<file path="config.mk">
export PLATFORM = sky130hd
export DESIGN_NAME = kxh_core
export DESIGN_NICKNAME = d
export VERILOG_FILES = /design/src/sv/kxh_pkg.sv /design/src/sv/kxh_core.sv
export SDC_FILE = /design/constraint.sdc
export NUM_CORES = 1
export LEC_CHECK = 0
export BUFFER_PORTS_ARGS = -buffer_cell sky130_fd_sc_hd__buf_2
export CAP_MARGIN = 20
export CORE_AREA = 2 2 109 111
export CTS_CLUSTER_DIAMETER = 100
export DETAILED_ROUTE_END_ITERATION = 12
export DIE_AREA = 0 0 111 113
export PLACE_DENSITY_LB_ADDON = 0.15
export SYNTH_ARGS = -nofsm -noshare
export SYNTH_HDL_FRONTEND = slang
export SYNTH_SLANG_ARGS = --single-unit
</file>
<file path="constraint.sdc">
create_clock -name clk -period 3.7 [get_ports clk]
set_clock_uncertainty 0.05 [all_clocks]
set_input_delay 0.555 -clock clk [delete_from_list [all_inputs] [get_ports clk]]
set_output_delay 0.555 -clock clk [all_outputs]
set_load 0.02 [all_outputs]
</file>
<file path="src/sv/kxh_pkg.sv">
// ----------------------------------------------------------------------------
// kxh_pkg
// Shared types and constants for the key exchange handshake engine.
// ----------------------------------------------------------------------------
package kxh_pkg;

    // Wait timer width and the width used to compare it against the limit
    localparam int TIMER_WIDTH = 16;
    localparam int TMO_WIDTH   = 16;
    localparam int CMP_WIDTH   = (TIMER_WIDTH > TMO_WIDTH) ? TIMER_WIDTH : TMO_WIDTH;

    // Link characters
    localparam logic [7:0] CH_C = 8'h43;
    localparam logic [7:0] CH_A = 8'h41;

    // Configuration reset values
    localparam logic [TMO_WIDTH-1:0] TIMEOUT_RESET = TMO_WIDTH'(1000);

    // Most bytes sent in reply to one item
    localparam int MAX_TX = 5;
    localparam int CNT_W  = $clog2(MAX_TX + 1);

    // Configuration register indexes (byte address = 4 * index)
    localparam int PADDR_W = 4;
    typedef enum logic [1:0] {
        REG_ROLE    = 2'd0,
        REG_OWN_KEY = 2'd1,
        REG_TIMEOUT = 2'd2
    } reg_idx_t;

    // Handshake phases
    typedef enum logic [3:0] {
        PH_START    = 4'd0,
        PH_ACKWAIT  = 4'd1,
        PH_EXCH_C   = 4'd2,
        PH_LISTEN   = 4'd3,
        PH_KEYWAIT1 = 4'd4,
        PH_ACKWAIT1 = 4'd5,
        PH_KEYWAIT2 = 4'd6,
        PH_ACKWAIT2 = 4'd7,
        PH_EXCH_S   = 4'd8
    } phase_t;

    // Everything one item produces: up to MAX_TX bytes plus status
    typedef struct packed {
        logic                        tx_any;
        logic [CNT_W-1:0]            count;
        logic [MAX_TX-1:0][7:0]      bytes;
        logic                        done;
        logic [31:0]                 partner;
        phase_t                      phase;
    } burst_t;

endpackage

</file>
<file path="src/sv/kxh_core.sv">
// ----------------------------------------------------------------------------
// kxh_core
// Handshake state and the combinational decision for one tick or byte.
// ----------------------------------------------------------------------------
module kxh_core
    import kxh_pkg::*;
(
    input  logic                  clk,
    input  logic                  rst_n,
    input  logic                  step,
    input  logic                  operation,
    input  logic [7:0]            rx_byte,
    input  logic                  role_we,
    input  logic                  role_value,
    input  logic [31:0]           own_key,
    input  logic [TMO_WIDTH-1:0]  timeout_ticks,
    output burst_t                burst
);

    phase_t                   phase_reg,  phase_next;
    logic [2:0]               count_reg,  count_next;
    logic [7:0]               first_reg,  first_next;
    logic [31:0]              shift_reg,  shift_next;
    logic [TIMER_WIDTH-1:0]   timer_reg,  timer_next;
    logic [31:0]              partner_reg, partner_next;

    logic                     in_wait;
    logic [TIMER_WIDTH-1:0]   timer_inc;
    logic                     timeout_hit;
    logic [31:0]              shift_in;
    logic [2:0]               count_inc;
    logic                     enter;
    phase_t                   enter_phase;

    // Timer and key shift helpers
    assign in_wait = (phase_reg == PH_ACKWAIT)  || (phase_reg == PH_KEYWAIT1) ||
                     (phase_reg == PH_ACKWAIT1) || (phase_reg == PH_KEYWAIT2) ||
                     (phase_reg == PH_ACKWAIT2);
    assign timer_inc   = (timer_reg == '1) ? timer_reg : timer_reg + 1'b1;
    assign timeout_hit = CMP_WIDTH'(timer_inc) >= CMP_WIDTH'(timeout_ticks);
    assign shift_in    = {rx_byte, shift_reg[31:8]};
    assign count_inc   = count_reg + 3'd1;

    // Next state and reply bytes for the item at the input
    always_comb
    begin
        count_next   = count_reg;
        first_next   = first_reg;
        shift_next   = shift_reg;
        timer_next   = timer_reg;
        partner_next = partner_reg;
        enter        = 1'b0;
        enter_phase  = phase_reg;
        burst.tx_any = 1'b0;
        burst.count  = CNT_W'(1);
        burst.bytes  = '0;

        if (phase_reg == PH_START)
        begin
            // Any item starts the client send
            burst.tx_any = 1'b1;
            burst.count  = CNT_W'(MAX_TX);
            burst.bytes  = {own_key, CH_C};
            enter        = 1'b1;
            enter_phase  = PH_ACKWAIT;
        end
        else if (!operation)
        begin
            // Tick: only wait states count
            if (in_wait)
            begin
                timer_next = timer_inc;
                if (timeout_hit)
                begin
                    enter = 1'b1;
                    if (phase_reg == PH_ACKWAIT)
                    begin
                        burst.tx_any = 1'b1;
                        burst.count  = CNT_W'(MAX_TX);
                        burst.bytes  = {own_key, CH_C};
                        enter_phase  = PH_ACKWAIT;
                    end
                    else
                    begin
                        enter_phase = PH_LISTEN;
                    end
                end
            end
        end
        else
        begin
            unique case (phase_reg)
                PH_ACKWAIT:
                begin
                    if (count_reg == 3'd0)
                    begin
                        first_next = rx_byte;
                        count_next = 3'd1;
                    end
                    else
                    begin
                        shift_next = shift_in;
                        count_next = count_inc;
                        // Fifth byte closes the response
                        if (count_reg == 3'd4)
                        begin
                            enter        = 1'b1;
                            burst.tx_any = 1'b1;
                            if (first_reg == CH_A)
                            begin
                                partner_next = shift_in;
                                burst.count  = CNT_W'(1);
                                burst.bytes  = {32'd0, CH_A};
                                enter_phase  = PH_EXCH_C;
                            end
                            else
                            begin
                                burst.count = CNT_W'(MAX_TX);
                                burst.bytes = {own_key, CH_C};
                                enter_phase = PH_ACKWAIT;
                            end
                        end
                    end
                end
                PH_LISTEN:
                begin
                    if (rx_byte == CH_C)
                    begin
                        enter       = 1'b1;
                        enter_phase = PH_KEYWAIT1;
                    end
                end
                PH_KEYWAIT1, PH_KEYWAIT2:
                begin
                    shift_next = shift_in;
                    count_next = count_inc;
                    if (count_reg == 3'd3)
                    begin
                        partner_next = shift_in;
                        enter        = 1'b1;
                        if (phase_reg == PH_KEYWAIT1)
                        begin
                            burst.tx_any = 1'b1;
                            burst.count  = CNT_W'(MAX_TX);
                            burst.bytes  = {own_key, CH_A};
                            enter_phase  = PH_ACKWAIT1;
                        end
                        else
                        begin
                            enter_phase = PH_ACKWAIT2;
                        end
                    end
                end
                PH_ACKWAIT1, PH_ACKWAIT2:
                begin
                    if (rx_byte == CH_A)
                    begin
                        enter       = 1'b1;
                        enter_phase = PH_EXCH_S;
                    end
                    else if (rx_byte == CH_C)
                    begin
                        enter       = 1'b1;
                        enter_phase = PH_KEYWAIT2;
                    end
                    else
                    begin
                        timer_next = '0;
                    end
                end
                default:
                begin
                    // Exchange reached or unused code: byte ignored
                end
            endcase
        end

        // Entering a phase clears the per-phase counters
        phase_next = enter_phase;
        if (enter)
        begin
            count_next = '0;
            first_next = '0;
            shift_next = '0;
            timer_next = '0;
        end

        burst.done    = (phase_next == PH_EXCH_C) || (phase_next == PH_EXCH_S);
        burst.partner = partner_next;
        burst.phase   = phase_next;
    end

    // State registers; a role write restarts the handshake
    always_ff @(posedge clk or negedge rst_n)
    begin
        if (!rst_n)
        begin
            phase_reg   <= PH_START;
            count_reg   <= '0;
            first_reg   <= '0;
            shift_reg   <= '0;
            timer_reg   <= '0;
            partner_reg <= '0;
        end
        else if (role_we)
        begin
            phase_reg <= role_value ? PH_LISTEN : PH_START;
            count_reg <= '0;
            first_reg <= '0;
            shift_reg <= '0;
            timer_reg <= '0;
        end
        else if (step)
        begin
            phase_reg   <= phase_next;
            count_reg   <= count_next;
            first_reg   <= first_next;
            shift_reg   <= shift_next;
            timer_reg   <= timer_next;
            partner_reg <= partner_next;
        end
    end

    // Timer only runs in wait states
    a_timer_idle: assert property (@(posedge clk) disable iff (!rst_n)
        !in_wait |-> timer_reg == '0)
        else $error("wait timer nonzero outside a wait state");

    // A full key never stays buffered
    a_count_range: assert property (@(posedge clk) disable iff (!rst_n)
        count_reg <= 3'd4)
        else $error("byte count past four");

    // Key bytes only collect in key-collecting phases
    a_count_phase: assert property (@(posedge clk) disable iff (!rst_n)
        (count_reg != 3'd0) |-> (phase_reg == PH_ACKWAIT || phase_reg == PH_KEYWAIT1 ||
                                 phase_reg == PH_KEYWAIT2))
        else $error("byte count held in a phase that collects none");

endmodule

</file>
==> results of run 1 <==
[worst max-delay path, delay by kind of cell (launching register included)]
kind	cells	cell delay, ns
buffers and inverters	4	0.54
AND/OR/NAND/NOR	8	1.57
flip-flops	1	0.40
AO/OA/AOI/OAI	2	0.41
multiplexers	1	0.25
adder cells (fa/ha/maj)	1	0.31
[area by class of cell]
class,instances,area share
clock buffers,10,0.0321
clock inverters,6,0.00588
inverters,27,0.0136
multi-input cells,368,0.427
flip-flops and latches,87,0.292
well taps,143,0.0240
repair buffers,203,0.205
[through the flow]
step                cells  area (sq um)  total power (W)
floorplan             520          5520          0.00129
CTS                   837          7270          0.00239
detailed placement    811          6540          0.00144
global route          844          7450          0.00248
global placement      811          6540          0.00143
finish                844          7450          0.00239
[synth_stat cells (all sizes together) (2+ instances only)]
library cell   n
o21ai         23
a211oi         2
nand2         30
nand2b         6
a31oi          3
nor3b          2
a21oi         14
a2bb2oi        5
a31o           3
nor2b          6
a22o          38
a21o           2
clkbuf        11
nor4b          2
nor2          24
nand4          9
conb           2
and2          35
buf           27
nand3          9
xnor2          7
ha            20
and3           3
a2111oi        2
inv           27
o21bai         2
dfrtp         87
mux2          65
o31ai          8
nor4           2
and4b          2
mux2i          4
or2            6
o21a           2
o2bb2ai        3
a211o          2
xor2           2
nor3           9
[per-layer routing]
metal	routed length, microns	up-vias
met2	7020	139
met3	665	18
met4	233	0
li1	-	2197
met1	5990	2284
met5	0	-
[logic make-up after synthesis]
| group | share of synthesized area |
|---|---|
| xor gates and xnor gates | 0.0148 |
| AOI/OAI and AO/OA | 0.167 |
| adders and majority gates | 0.0469 |
| DFF | 0.408 |
| other | 0.00141 |
| muxes | 0.145 |
| and+or+nand+nor | 0.159 |
| buffers and inverters | 0.0588 |
[worst paths after layout]
kind | endpoint | slack (ns)
max | burst[54] | -0.73
min | shift_reg[15]$_DFFE_PN0P_ | 0.45
max reg2reg | first_reg[6]$_DFFE_PN0P_ | -0.07
min reg2reg | shift_reg[15]$_DFFE_PN0P_ | 0.45
max in group asynchronous | partner_reg[7]$_DFFE_PN0P_ | 2.32
min in group asynchronous | partner_reg[14]$_DFFE_PN0P_ | 0.52
[power by group through the flow]
stage | registers (W) | logic, W | clock network, W
3_5_place_dp | 0.00100 | 0.000439 | 0
4_1_cts | 0.000984 | 0.000531 | 0.000876
5_1_grt | 0.000988 | 0.000583 | 0.000911
2_1_floorplan | 0.000993 | 0.000295 | 0
3_3_place_gp | 0.00100 | 0.000432 | 0
6_report | 0.000985 | 0.000545 | 0.000862
[what timing repair did]
action	CTS	global route
cloned	1	0
endpoints found under the setup margin	65	77
resized for setup	104	31
hold endpoints to repair	0	5
hold buffers	0	1
buffers inserted	10	7
pin swaps	6	25
==> impl_metrics.xml, run 1 <==
<?xml version="1.0" encoding="UTF-8"?>
<metrics>
  <group name="outcome">
    <metric name="status" unit="">finished with violations</metric>
    <metric name="violations_in_the_final_reports" unit="">negative setup slack</metric>
  </group>
  <group name="timing">
    <metric name="worstMarginPinSlew" unit="ns">0.536</metric>
    <metric name="maximum_clock_frequency" unit="MHz">226</metric>
    <metric name="period_needed" unit="ns">4.43</metric>
    <metric name="worst_hold_slack" unit="ns">0.450</metric>
    <metric name="final-max-slew-violation-count" unit="">0</metric>
    <metric name="rsz0062_at_grt" unit="">yes</metric>
    <metric name="setup-violations-final" unit="">63</metric>
    <metric name="setup_total_negative_slack" unit="ns">-28.89</metric>
    <metric name="finalWorstSetupSlack" unit="ns">-0.730</metric>
    <metric name="worst_slew_margin_rel" unit="">0.643</metric>
    <metric name="timing.final.hold_violations" unit="">0</metric>
    <metric name="min_period_over_period" unit="">1.20</metric>
  </group>
  <group name="power_and_ir_drop">
    <metric name="sw_frac_of_total" unit="">0.288</metric>
    <metric name="static_leakage" unit="nW">3.84</metric>
    <metric name="power.ir.vdd_worst" unit="mV">0.320</metric>
    <metric name="power.share.combinational" unit="">0.228</metric>
    <metric name="clk_network_pwr_share" unit="">0.360</metric>
    <metric name="cell_internal_pwr" unit="W">0.00170</metric>
    <metric name="sequentialPowerShare" unit="">0.412</metric>
    <metric name="p_sw" unit="W">0.000690</metric>
    <metric name="power_per_cell_area" unit="nW/um^2">321</metric>
  </group>
  <group name="global_route">
    <metric name="met3_usage" unit="">0.0375</metric>
    <metric name="grt_pass1_vias" unit="">4604</metric>
    <metric name="grt_pass1_wl" unit="mm">22.5</metric>
    <metric name="gr_met2_demand_resource" unit="">0.384</metric>
    <metric name="grt_usage" unit="">0.219</metric>
    <metric name="grtUsageMet1" unit="">0.276</metric>
    <metric name="top_usage_layer" unit="">met2</metric>
    <metric name="initial_antenna_violation_count" unit="">0</metric>
    <metric name="globalRouteOverflowTotal" unit="">0</metric>
    <metric name="grt_start_max_net_pins" unit="">79</metric>
  </group>
  <group name="cts">
    <metric name="cts_max_path_buffers" unit="">2</metric>
    <metric name="clock_tree.root_cell" unit="">sky130_fd_sc_hd__clkbuf_16</metric>
    <metric name="cts_tree" unit="">done</metric>
    <metric name="tritoncts_num_sinks" unit="">87</metric>
    <metric name="cts_inserted_buffers" unit="">9</metric>
    <metric name="cts.reportedPaths.clkPinSlew" unit="ns">0.07</metric>
    <metric name="insertion_delay" unit="ns">0.34</metric>
    <metric name="number_of_levels_the_h_tree_was_split_into" unit="">3</metric>
  </group>
  <group name="layout">
    <metric name="areaGrowthSynthToFinish" unit="%">39.5</metric>
    <metric name="nets" unit="">778</metric>
    <metric name="largest_register_ff_count" unit="">32</metric>
    <metric name="post_route_cells_drive_above_1_share" unit="">0.528</metric>
    <metric name="antenna_cells" unit="">0</metric>
    <metric name="fill_cells" unit="">852</metric>
    <metric name="layout.area.seq" unit="sq um">2180</metric>
    <metric name="multi_input_area" unit="sq um">3180</metric>
    <metric name="fin_util" unit="">0.661</metric>
    <metric name="final_common_cell" unit="">sky130_fd_sc_hd__buf_2</metric>
    <metric name="final_cell_mix" unit="">93 x sky130_fd_sc_hd__buf_2, 87 x sky130_fd_sc_hd__dfrtp_1, 64 x sky130_fd_sc_hd__mux2_2, 55 x sky130_fd_sc_hd__buf_4, 51 x sky130_fd_sc_hd__buf_6</metric>
  </group>
  <group name="min_path">
    <metric name="min_from" unit="">shift_reg[15]$_DFFE_PN0P_</metric>
    <metric name="min_delay_path_depth" unit="">1</metric>
    <metric name="min-delay-path-class" unit="">reg -&gt; reg</metric>
  </group>
  <group name="die">
    <metric name="floorplan.die_area" unit="sq um">12500</metric>
    <metric name="die_h" unit="microns">113</metric>
    <metric name="start_util" unit="">0.474</metric>
    <metric name="placementRows" unit="">39</metric>
    <metric name="pin_count" unit="">143</metric>
    <metric name="floorplan.core_area" unit="sq um">11300</metric>
    <metric name="floorplan.die.width" unit="microns">111</metric>
  </group>
  <group name="placed_design">
    <metric name="dp_slack" unit="ns">-0.440</metric>
    <metric name="routabilityCongestion" unit="">0.886</metric>
    <metric name="io_buffer_count" unit="">135</metric>
    <metric name="dp_hpwl" unit="mm">9.48</metric>
  </group>
  <group name="drt">
    <metric name="antenna_viol_nets_final" unit="">0</metric>
    <metric name="initialDrtViolationCount" unit="">135</metric>
    <metric name="remaining_drc_errors" unit="">0</metric>
    <metric name="drt-total-wl" unit="mm">13.9</metric>
    <metric name="drt-pass1-iter-count" unit="">4</metric>
    <metric name="routedWlPerCell" unit="microns">16.5</metric>
    <metric name="viasPerCell" unit="">5.50</metric>
    <metric name="num_vias" unit="">4638</metric>
  </group>
  <group name="logic_synthesis">
    <metric name="post_syn_area_per_cell" unit="sq um">10.4</metric>
    <metric name="yosys_warnings" unit="">0</metric>
    <metric name="post_synth_instance_area" unit="sq um">5340</metric>
    <metric name="synth_cell_types" unit="">60</metric>
    <metric name="synth_async_sr_flop_share" unit="">1.00</metric>
    <metric name="yosysTopAreaCell" unit="">sky130_fd_sc_hd__dfrtp_1</metric>
    <metric name="synth_flop_cell" unit="">sky130_fd_sc_hd__dfrtp_1</metric>
    <metric name="synth-seq-cells" unit="">87</metric>
    <metric name="synth_seq_area_share" unit="">0.408</metric>
    <metric name="synthTopCellsByArea" unit="">sky130_fd_sc_hd__dfrtp_1 41%, sky130_fd_sc_hd__mux2_2 14%, sky130_fd_sc_hd__a22o_1 6.2%</metric>
    <metric name="netlist.area_leader.share" unit="">0.408</metric>
    <metric name="syn_inst" unit="">515</metric>
    <metric name="number_of_synthesized_flops_with_an_enable_pin" unit="">0</metric>
  </group>
  <group name="critical_path">
    <metric name="crit_chain" unit="">buf_4 -&gt; nand3_2 -&gt; nor2_2 -&gt; nand4_1 -&gt; mux2i_2 -&gt; inv_1 -&gt; ha_1 -&gt; nand4_1 -&gt; or4_4 -&gt; nor3_4 -&gt; nor3_4 -&gt; o21a_1 -&gt; o21ai_4 -&gt; buf_6 -&gt; and2_2 -&gt; buf_6</metric>
    <metric name="setup.worst_path.class" unit="">reg -&gt; out</metric>
    <metric name="required" unit="ns">3.09</metric>
    <metric name="startpoint_type" unit="">flop</metric>
    <metric name="cp_startpoint" unit="">timer_reg[1]$_DFFE_PN0P_</metric>
    <metric name="worst-endpoint-arrival" unit="ns">3.83</metric>
    <metric name="critical_path.reg2reg.startpoint" unit="">timer_reg[1]$_DFFE_PN0P_</metric>
    <metric name="timing.critical_path.slowest_stage_cell" unit="">sky130_fd_sc_hd__or4_4</metric>
    <metric name="crit_path_max_incr_delay" unit="ns">0.55</metric>
    <metric name="path_max_fanout" unit="">16</metric>
    <metric name="setup.worst_path.end_class" unit="">output pin</metric>
    <metric name="worst_r2r_path_depth" unit="">16</metric>
  </group>
  <group name="run">
    <metric name="max_cap_viol_count" unit="">0</metric>
  </group>
</metrics>
(Power assumes the default switching activity.)
==> inputs of run 2 (changes only) <==
--- a/config.mk
+++ b/config.mk
@@ -12,6 +12,7 @@
 export DETAILED_ROUTE_END_ITERATION = 12
 export DIE_AREA = 0 0 111 113
 export PLACE_DENSITY_LB_ADDON = 0.15
+export SETUP_SLACK_MARGIN = 0.15
 export SYNTH_ARGS = -nofsm -noshare
 export SYNTH_HDL_FRONTEND = slang
 export SYNTH_SLANG_ARGS = --single-unit
==> run 2 against run 1 <==
  * The run still ends with negative setup slack left
  * Final area shrank 0.35%
  * Critical path depth is the same
  * First-iteration DRC count grew 84%
  * Hold slack lost 0.34 ns
  * Non-clock buffer count is the same
  * Sequential share of layout area grew 0.10 points
  * Setup slack gained 0.019 ns
  * Register-to-register slack lost 0.13 ns
  * Clock-buffer cell count grew 3
  * Final cell count shrank 0.12%
  * Clock power shrank 0.8%
==> impl_metrics.xml, run 2 (synthesis gave the netlist of run 1 again) <==
<?xml version="1.0" encoding="UTF-8"?>
<metrics>
  <group name="outcome">
    <metric name="status" unit="">finished with violations</metric>
    <metric name="violations_in_the_final_reports" unit="">negative setup slack</metric>
  </group>
  <group name="cts">
    <metric name="cts_inserted_buffers" unit="">9</metric>
    <metric name="insertion_delay" unit="ns">0.33</metric>
    <metric name="cts_max_path_buffers" unit="">2</metric>
    <metric name="number_of_levels_the_h_tree_was_split_into" unit="">3</metric>
    <metric name="cts.reportedPaths.clkPinSlew" unit="ns">0.06</metric>
    <metric name="cts-hold-fix-buffers" unit="">0</metric>
    <metric name="tritoncts_num_sinks" unit="">87</metric>
    <metric name="clock_tree.root_cell" unit="">sky130_fd_sc_hd__clkbuf_16</metric>
    <metric name="cts_tree" unit="">done</metric>
  </group>
  <group name="timing">
    <metric name="setup-violations-final" unit="">91</metric>
    <metric name="maximum_clock_frequency" unit="MHz">227</metric>
    <metric name="rsz0062_at_grt" unit="">yes</metric>
    <metric name="final-max-slew-violation-count" unit="">0</metric>
    <metric name="finalWorstSetupSlack" unit="ns">-0.712</metric>
    <metric name="period_needed" unit="ns">4.41</metric>
    <metric name="worstMarginPinSlew" unit="ns">0.555</metric>
    <metric name="min_period_over_period" unit="">1.19</metric>
    <metric name="worst_slew_margin_rel" unit="">0.626</metric>
    <metric name="timing.final.hold_violations" unit="">0</metric>
  </group>
  <group name="drt">
    <metric name="num_vias" unit="">4609</metric>
    <metric name="initialDrtViolationCount" unit="">249</metric>
    <metric name="viasPerCell" unit="">5.47</metric>
    <metric name="drt-total-wl" unit="mm">14.0</metric>
    <metric name="antenna_viol_nets_final" unit="">0</metric>
    <metric name="routedWlPerCell" unit="microns">16.6</metric>
    <metric name="remaining_drc_errors" unit="">0</metric>
    <metric name="drt-pass1-iter-count" unit="">4</metric>
  </group>
  <group name="placed_design">
    <metric name="dp_slack" unit="ns">-0.333</metric>
    <metric name="dp_hpwl" unit="mm">9.83</metric>
    <metric name="place_inst" unit="">812</metric>
    <metric name="routabilityCongestion" unit="">0.928</metric>
    <metric name="postPlaceCellArea" unit="sq um">6550</metric>
    <metric name="io_buffer_count" unit="">135</metric>
  </group>
  <group name="die">
    <metric name="pin_count" unit="">143</metric>
    <metric name="die_h" unit="microns">113</metric>
    <metric name="floorplan.core_area" unit="sq um">11300</metric>
    <metric name="floorplan.die.width" unit="microns">111</metric>
    <metric name="floorplan.die_area" unit="sq um">12500</metric>
    <metric name="placementRows" unit="">39</metric>
    <metric name="start_util" unit="">0.474</metric>
  </group>
  <group name="critical_path">
    <metric name="setup.worst_path.end_class" unit="">output pin</metric>
    <metric name="startpoint_type" unit="">flop</metric>
    <metric name="crit-reg2reg-capture" unit="">shift_reg[13]$_DFFE_PN0P_</metric>
    <metric name="critical_path.reg2reg.startpoint" unit="">timer_reg[1]$_DFFE_PN0P_</metric>
    <metric name="worst-r2r-setup-slack" unit="ns">-0.20</metric>
    <metric name="setup.worst_path.class" unit="">reg -&gt; out</metric>
    <metric name="worst_r2r_path_depth" unit="">19</metric>
    <metric name="path_max_fanout" unit="">6</metric>
    <metric name="worst-endpoint-arrival" unit="ns">3.81</metric>
    <metric name="required" unit="ns">3.09</metric>
  </group>
  <group name="layout">
    <metric name="layoutNonFillerInstCount" unit="">843</metric>
    <metric name="antenna_cells" unit="">0</metric>
    <metric name="layout_cell_area_excl_fill" unit="sq um">7420</metric>
    <metric name="largest_register_ff_count" unit="">32</metric>
    <metric name="post_route_cells_drive_above_1_share" unit="">0.521</metric>
    <metric name="final_cell_mix" unit="">96 x sky130_fd_sc_hd__buf_2, 87 x sky130_fd_sc_hd__dfrtp_1, 65 x sky130_fd_sc_hd__mux2_2, 56 x sky130_fd_sc_hd__buf_4, 42 x sky130_fd_sc_hd__buf_6</metric>
    <metric name="areaGrowthSynthToFinish" unit="%">39.0</metric>
    <metric name="final_common_cell" unit="">sky130_fd_sc_hd__buf_2</metric>
    <metric name="nets" unit="">778</metric>
  </group>
  <group name="global_route">
    <metric name="initial_antenna_violation_count" unit="">0</metric>
    <metric name="globalRouteOverflowTotal" unit="">0</metric>
    <metric name="grt_pass1_vias" unit="">4619</metric>
    <metric name="grt_pass1_wl" unit="mm">23.4</metric>
    <metric name="grt_usage" unit="">0.229</metric>
    <metric name="grt_start_max_net_pins" unit="">37</metric>
  </group>
  <group name="power_and_ir_drop">
    <metric name="power.ir.vdd_worst" unit="mV">0.349</metric>
    <metric name="static_leakage" unit="nW">3.81</metric>
    <metric name="design_power_total" unit="W">0.00242</metric>
    <metric name="power_per_cell_area" unit="nW/um^2">327</metric>
  </group>
  <group name="min_path">
    <metric name="min-delay-path-class" unit="">in -&gt; async</metric>
  </group>
  <group name="run">
    <metric name="max_cap_viol_count" unit="">0</metric>
  </group>
</metrics>
[run 2: through the flow]
step | TNS (ns) | hold WS [ns] | utilization
after CTS | -28.41 | 0.124 | 0.649
after detailed placement | -12.84 | 0.431 | 0.581
final | -33.95 | 0.112 | 0.659
after global placement | -10.47 | 0.432 | 0.581
after floorplan | -7.20 | 0.209 | -
after global routing | -53.09 | 0.129 | 0.659
[run 2: how the worst max path moves through the flow]
stage,from,endpoint,slack (ns),cells after the start
after floorplan,timer_reg[7]$_DFFE_PN0P_,burst[48],-0.23,16
after global placement,timer_reg[10]$_DFFE_PN0P_,burst[36],-0.29,15
after detailed placement,timer_reg[10]$_DFFE_PN0P_,burst[59],-0.33,16
after CTS,timer_reg[8]$_DFFE_PN0P_,burst[59],-0.68,16
after global routing,timer_reg[8]$_DFFE_PN0P_,burst[66],-0.93,16
final,timer_reg[1]$_DFFE_PN0P_,burst[36],-0.71,16
[run 2: repair_timing]
item,CTS,global route
setup endpoints to repair,92,94
pin swaps,13,12
gates resized for setup,96,15
setup buffers,8,4
cloned,4,0
[run 2: layout make-up]
type / instances / area, sq um
fillers: 855 / 3850
clock inverters: 2 / 13.8
well taps: 143 / 179
clock buffers: 13 / 270
repair buffers: 203 / 1580
multi-input cells: 368 / 3100
inverters: 27 / 101
flip-flops and latches: 87 / 2180
[run 2: power by group]
part	switching (W)	internal (W)	leakage [nW]
clock network	0.000347	0.000508	0.142
logic	0.000294	0.000290	2.46
registers	0.0000189	0.000966	1.21
[run 2: worst max-delay path, cell delays in order (launching register included)]
cell and delay, ns:
sky130_fd_sc_hd__dfrtp_1 0.39, sky130_fd_sc_hd__ha_2 0.22, sky130_fd_sc_hd__nand2_2 0.08, sky130_fd_sc_hd__nor2_2 0.23, sky130_fd_sc_hd__nand3_2 0.18, sky130_fd_sc_hd__buf_4 0.21
sky130_fd_sc_hd__mux2i_2 0.20, sky130_fd_sc_hd__inv_1 0.06, sky130_fd_sc_hd__ha_1 0.32, sky130_fd_sc_hd__a2111oi_4 0.36, sky130_fd_sc_hd__nor3_2 0.11, sky130_fd_sc_hd__nor3_4 0.18
sky130_fd_sc_hd__buf_4 0.17, sky130_fd_sc_hd__nor2_1 0.04, sky130_fd_sc_hd__o311a_1 0.34, sky130_fd_sc_hd__a211oi_4 0.21, sky130_fd_sc_hd__buf_4 0.17
[run 2: routing by layer]
metal	share of wire	wire length, microns	vias up	GRT usage
li1	-	-	2191	-
met1	0.42	5900	2247	0.288
met2	0.51	7180	151	0.410
met3	0.050	698	20	0.0391
met4	0.018	248	0	0.0608
met5	0	0	-	0
==> inputs of run 3 (changes only) <==
==> constraint.sdc (replaced) <==
create_clock -name clk -period 3.7 [get_ports clk]
set_clock_uncertainty 0.05 [all_clocks]
set_input_delay 0.185 -clock clk [delete_from_list [all_inputs] [get_ports clk]]
set_output_delay 0.185 -clock clk [all_outputs]
set_load 0.02 [all_outputs]
==> run 3 against run 2 <==
  * The flow still finishes with violations (negative setup slack)
  * Global-route usage rose by 0.20 points
  * Critical path depth rose by 2
  * Power rose by 2.2%
  * Highest routed layer unchanged
==> impl_metrics.xml, run 3 (synthesis gave the netlist of run 1 again) <==
<?xml version="1.0" encoding="UTF-8"?>
<metrics>
  <group name="power_and_ir_drop">
    <metric name="cell_internal_pwr" unit="W">0.00176</metric>
    <metric name="power.share.combinational" unit="">0.253</metric>
    <metric name="static_leakage" unit="nW">3.90</metric>
    <metric name="design_power_total" unit="W">0.00248</metric>
    <metric name="p_sw" unit="W">0.000713</metric>
    <metric name="sequentialPowerShare" unit="">0.398</metric>
    <metric name="power_per_cell_area" unit="nW/um^2">323</metric>
    <metric name="power.ir.vdd_worst" unit="mV">0.350</metric>
    <metric name="clk_network_pwr_share" unit="">0.349</metric>
    <metric name="sw_frac_of_total" unit="">0.288</metric>
  </group>
  <group name="drt">
    <metric name="drt-total-wl" unit="mm">14.2</metric>
    <metric name="remaining_drc_errors" unit="">0</metric>
    <metric name="num_vias" unit="">4676</metric>
    <metric name="antenna_viol_nets_final" unit="">0</metric>
    <metric name="routedWlPerCell" unit="microns">16.8</metric>
    <metric name="drt-pass1-iter-count" unit="">4</metric>
    <metric name="initialDrtViolationCount" unit="">296</metric>
    <metric name="viasPerCell" unit="">5.53</metric>
  </group>
  <group name="critical_path">
    <metric name="worst-r2r-setup-slack" unit="ns">-0.16</metric>
    <metric name="setup.worst_path.class" unit="">reg -&gt; out</metric>
    <metric name="required" unit="ns">3.46</metric>
    <metric name="worst-endpoint-arrival" unit="ns">3.86</metric>
    <metric name="path_max_fanout" unit="">8</metric>
    <metric name="setup.worst_path.end_class" unit="">output pin</metric>
    <metric name="startpoint_type" unit="">flop</metric>
  </group>
  <group name="timing">
    <metric name="worstMarginPinSlew" unit="ns">0.745</metric>
    <metric name="maximum_clock_frequency" unit="MHz">244</metric>
    <metric name="setup_total_negative_slack" unit="ns">-19.25</metric>
    <metric name="setup-violations-final" unit="">93</metric>
    <metric name="rsz0062_at_grt" unit="">yes</metric>
    <metric name="finalWorstSetupSlack" unit="ns">-0.392</metric>
    <metric name="worst_hold_slack" unit="ns">0.0859</metric>
    <metric name="worst_slew_margin_rel" unit="">0.503</metric>
    <metric name="min_period_over_period" unit="">1.11</metric>
    <metric name="period_needed" unit="ns">4.09</metric>
    <metric name="final-max-slew-violation-count" unit="">0</metric>
    <metric name="timing.final.hold_violations" unit="">0</metric>
  </group>
  <group name="global_route">
    <metric name="initial_antenna_violation_count" unit="">0</metric>
    <metric name="grt_start_max_net_pins" unit="">57</metric>
    <metric name="grt_pass1_vias" unit="">4830</metric>
    <metric name="globalRouteOverflowTotal" unit="">0</metric>
    <metric name="grt_usage" unit="">0.231</metric>
    <metric name="grt_pass1_wl" unit="mm">23.6</metric>
  </group>
  <group name="die">
    <metric name="floorplan.die.width" unit="microns">111</metric>
    <metric name="floorplan.die_area" unit="sq um">12500</metric>
    <metric name="start_util" unit="">0.474</metric>
    <metric name="pin_count" unit="">143</metric>
    <metric name="floorplan.core_area" unit="sq um">11300</metric>
    <metric name="die_h" unit="microns">113</metric>
    <metric name="placementRows" unit="">39</metric>
  </group>
  <group name="cts">
    <metric name="cts_tree" unit="">done</metric>
    <metric name="clock_tree.root_cell" unit="">sky130_fd_sc_hd__clkbuf_16</metric>
    <metric name="insertion_delay" unit="ns">0.34</metric>
    <metric name="tritoncts_num_sinks" unit="">87</metric>
    <metric name="cts.reportedPaths.clkPinSlew" unit="ns">0.07</metric>
    <metric name="cts_max_path_buffers" unit="">2</metric>
    <metric name="cts_inserted_buffers" unit="">9</metric>
    <metric name="number_of_levels_the_h_tree_was_split_into" unit="">3</metric>
  </group>
  <group name="layout">
    <metric name="final_common_cell" unit="">sky130_fd_sc_hd__buf_2</metric>
    <metric name="antenna_cells" unit="">0</metric>
    <metric name="largest_register_ff_count" unit="">32</metric>
    <metric name="post_route_cells_drive_above_1_share" unit="">0.548</metric>
    <metric name="final_cell_mix" unit="">93 x sky130_fd_sc_hd__buf_2, 85 x sky130_fd_sc_hd__dfrtp_1, 65 x sky130_fd_sc_hd__mux2_2, 62 x sky130_fd_sc_hd__buf_6, 41 x sky130_fd_sc_hd__buf_4</metric>
    <metric name="areaGrowthSynthToFinish" unit="%">43.8</metric>
    <metric name="layout_cell_area_excl_fill" unit="sq um">7680</metric>
    <metric name="nets" unit="">780</metric>
  </group>
  <group name="placed_design">
    <metric name="dp_hpwl" unit="mm">9.56</metric>
    <metric name="routabilityCongestion" unit="">0.900</metric>
    <metric name="io_buffer_count" unit="">135</metric>
    <metric name="dp_slack" unit="ns">-0.107</metric>
    <metric name="postPlaceCellArea" unit="sq um">6350</metric>
  </group>
  <group name="run">
    <metric name="max_cap_viol_count" unit="">0</metric>
  </group>
  <group name="outcome">
    <metric name="violations_in_the_final_reports" unit="">negative setup slack</metric>
    <metric name="status" unit="">finished with violations</metric>
  </group>
  <group name="min_path">
    <metric name="min-delay-path-class" unit="">in -&gt; reg</metric>
  </group>
</metrics>
## run 3: cell count changes in the layout (fill, tap and decap cells not counted), sizes merged
cell         before  now
clkinv            1    3
inv              28   30
buf             203  201
dlygate4sd3       0    1
## run 3: final timing paths
check	startpoint	to	cells past startpoint
min in group asynchronous	rst_n	timer_reg[5]$_DFFE_PN0P_	2
max in group asynchronous	rst_n	partner_reg[5]$_DFFE_PN0P_	3
worst min-delay path	role_we	phase_reg[2]$_DFFE_PN0N_	2
worst max-delay path	timer_reg[0]$_DFFE_PN0P_	burst[46]	18
worst min register to register	first_reg[0]$_DFFE_PN0P_	first_reg[0]$_DFFE_PN0P_	1
worst max register to register	timer_reg[0]$_DFFE_PN0P_	first_reg[7]$_DFFE_PN0P_	18
## run 3: worst max-delay path, stage by stage (launching register included)
cell and delay (ns):
sky130_fd_sc_hd__dfrtp_1 0.43, sky130_fd_sc_hd__ha_4 0.20, sky130_fd_sc_hd__nand2_4 0.09, sky130_fd_sc_hd__nor2_4 0.05, sky130_fd_sc_hd__nand3_4 0.11, sky130_fd_sc_hd__nand2b_4 0.06, sky130_fd_sc_hd__or2_4 0.23, sky130_fd_sc_hd__xnor2_1 0.13
sky130_fd_sc_hd__ha_1 0.30, sky130_fd_sc_hd__nand4_1 0.11, sky130_fd_sc_hd__or4_4 0.56, sky130_fd_sc_hd__nor3_4 0.20, sky130_fd_sc_hd__nor3_4 0.07, sky130_fd_sc_hd__o21a_1 0.23, sky130_fd_sc_hd__o21ai_4 0.21, sky130_fd_sc_hd__buf_12 0.14
sky130_fd_sc_hd__clkbuf_16 0.13, sky130_fd_sc_hd__and2_4 0.13, sky130_fd_sc_hd__buf_6 0.11
## run 3: power groups by stage
stage	Combinational, W	Sequential, W	Clock [W]
2_1_floorplan	0.000292	0.000993	0
3_3_place_gp	0.000423	0.00100	0
3_5_place_dp	0.000428	0.00100	0
4_1_cts	0.000593	0.000984	0.000879
5_1_grt	0.000669	0.000988	0.000922
6_report	0.000627	0.000986	0.000865
## run 3: final cells by class
type,count,area (sq um)
Fill cell,867,3590
Multi-Input combinational cell,368,3280
Sequential cell,87,2180
Timing Repair Buffer,205,1660
Clock buffer,10,239
Tap cell,143,179
Inverter,27,101
Clock inverter,6,41.3
## run 3: metrics by stage
| step | util | cells |
|---|---|---|
| floorplan | - | 520 |
| global placement | 0.564 | 790 |
| detailed placement | 0.564 | 790 |
| CTS | 0.665 | 837 |
| global route | 0.681 | 846 |
| finish | 0.681 | 846 |
## run 3: layer usage
layer | up-vias | GRT usage | part of all wire
met5 | - | 0 | 0
met4 | 0 | 0.0733 | 0.017
met3 | 17 | 0.0455 | 0.043
met2 | 139 | 0.413 | 0.52
met1 | 2313 | 0.282 | 0.42
li1 | 2207 | - | -
## run 3: timing repair
action	4_1_cts	5_1_grt
gates resized for setup	149	26
endpoints found under the hold margin	55	0
setup endpoints to repair	89	94
buffers inserted	27	8
gates cloned	3	1
hold buffers	1	0
pin swaps	21	26
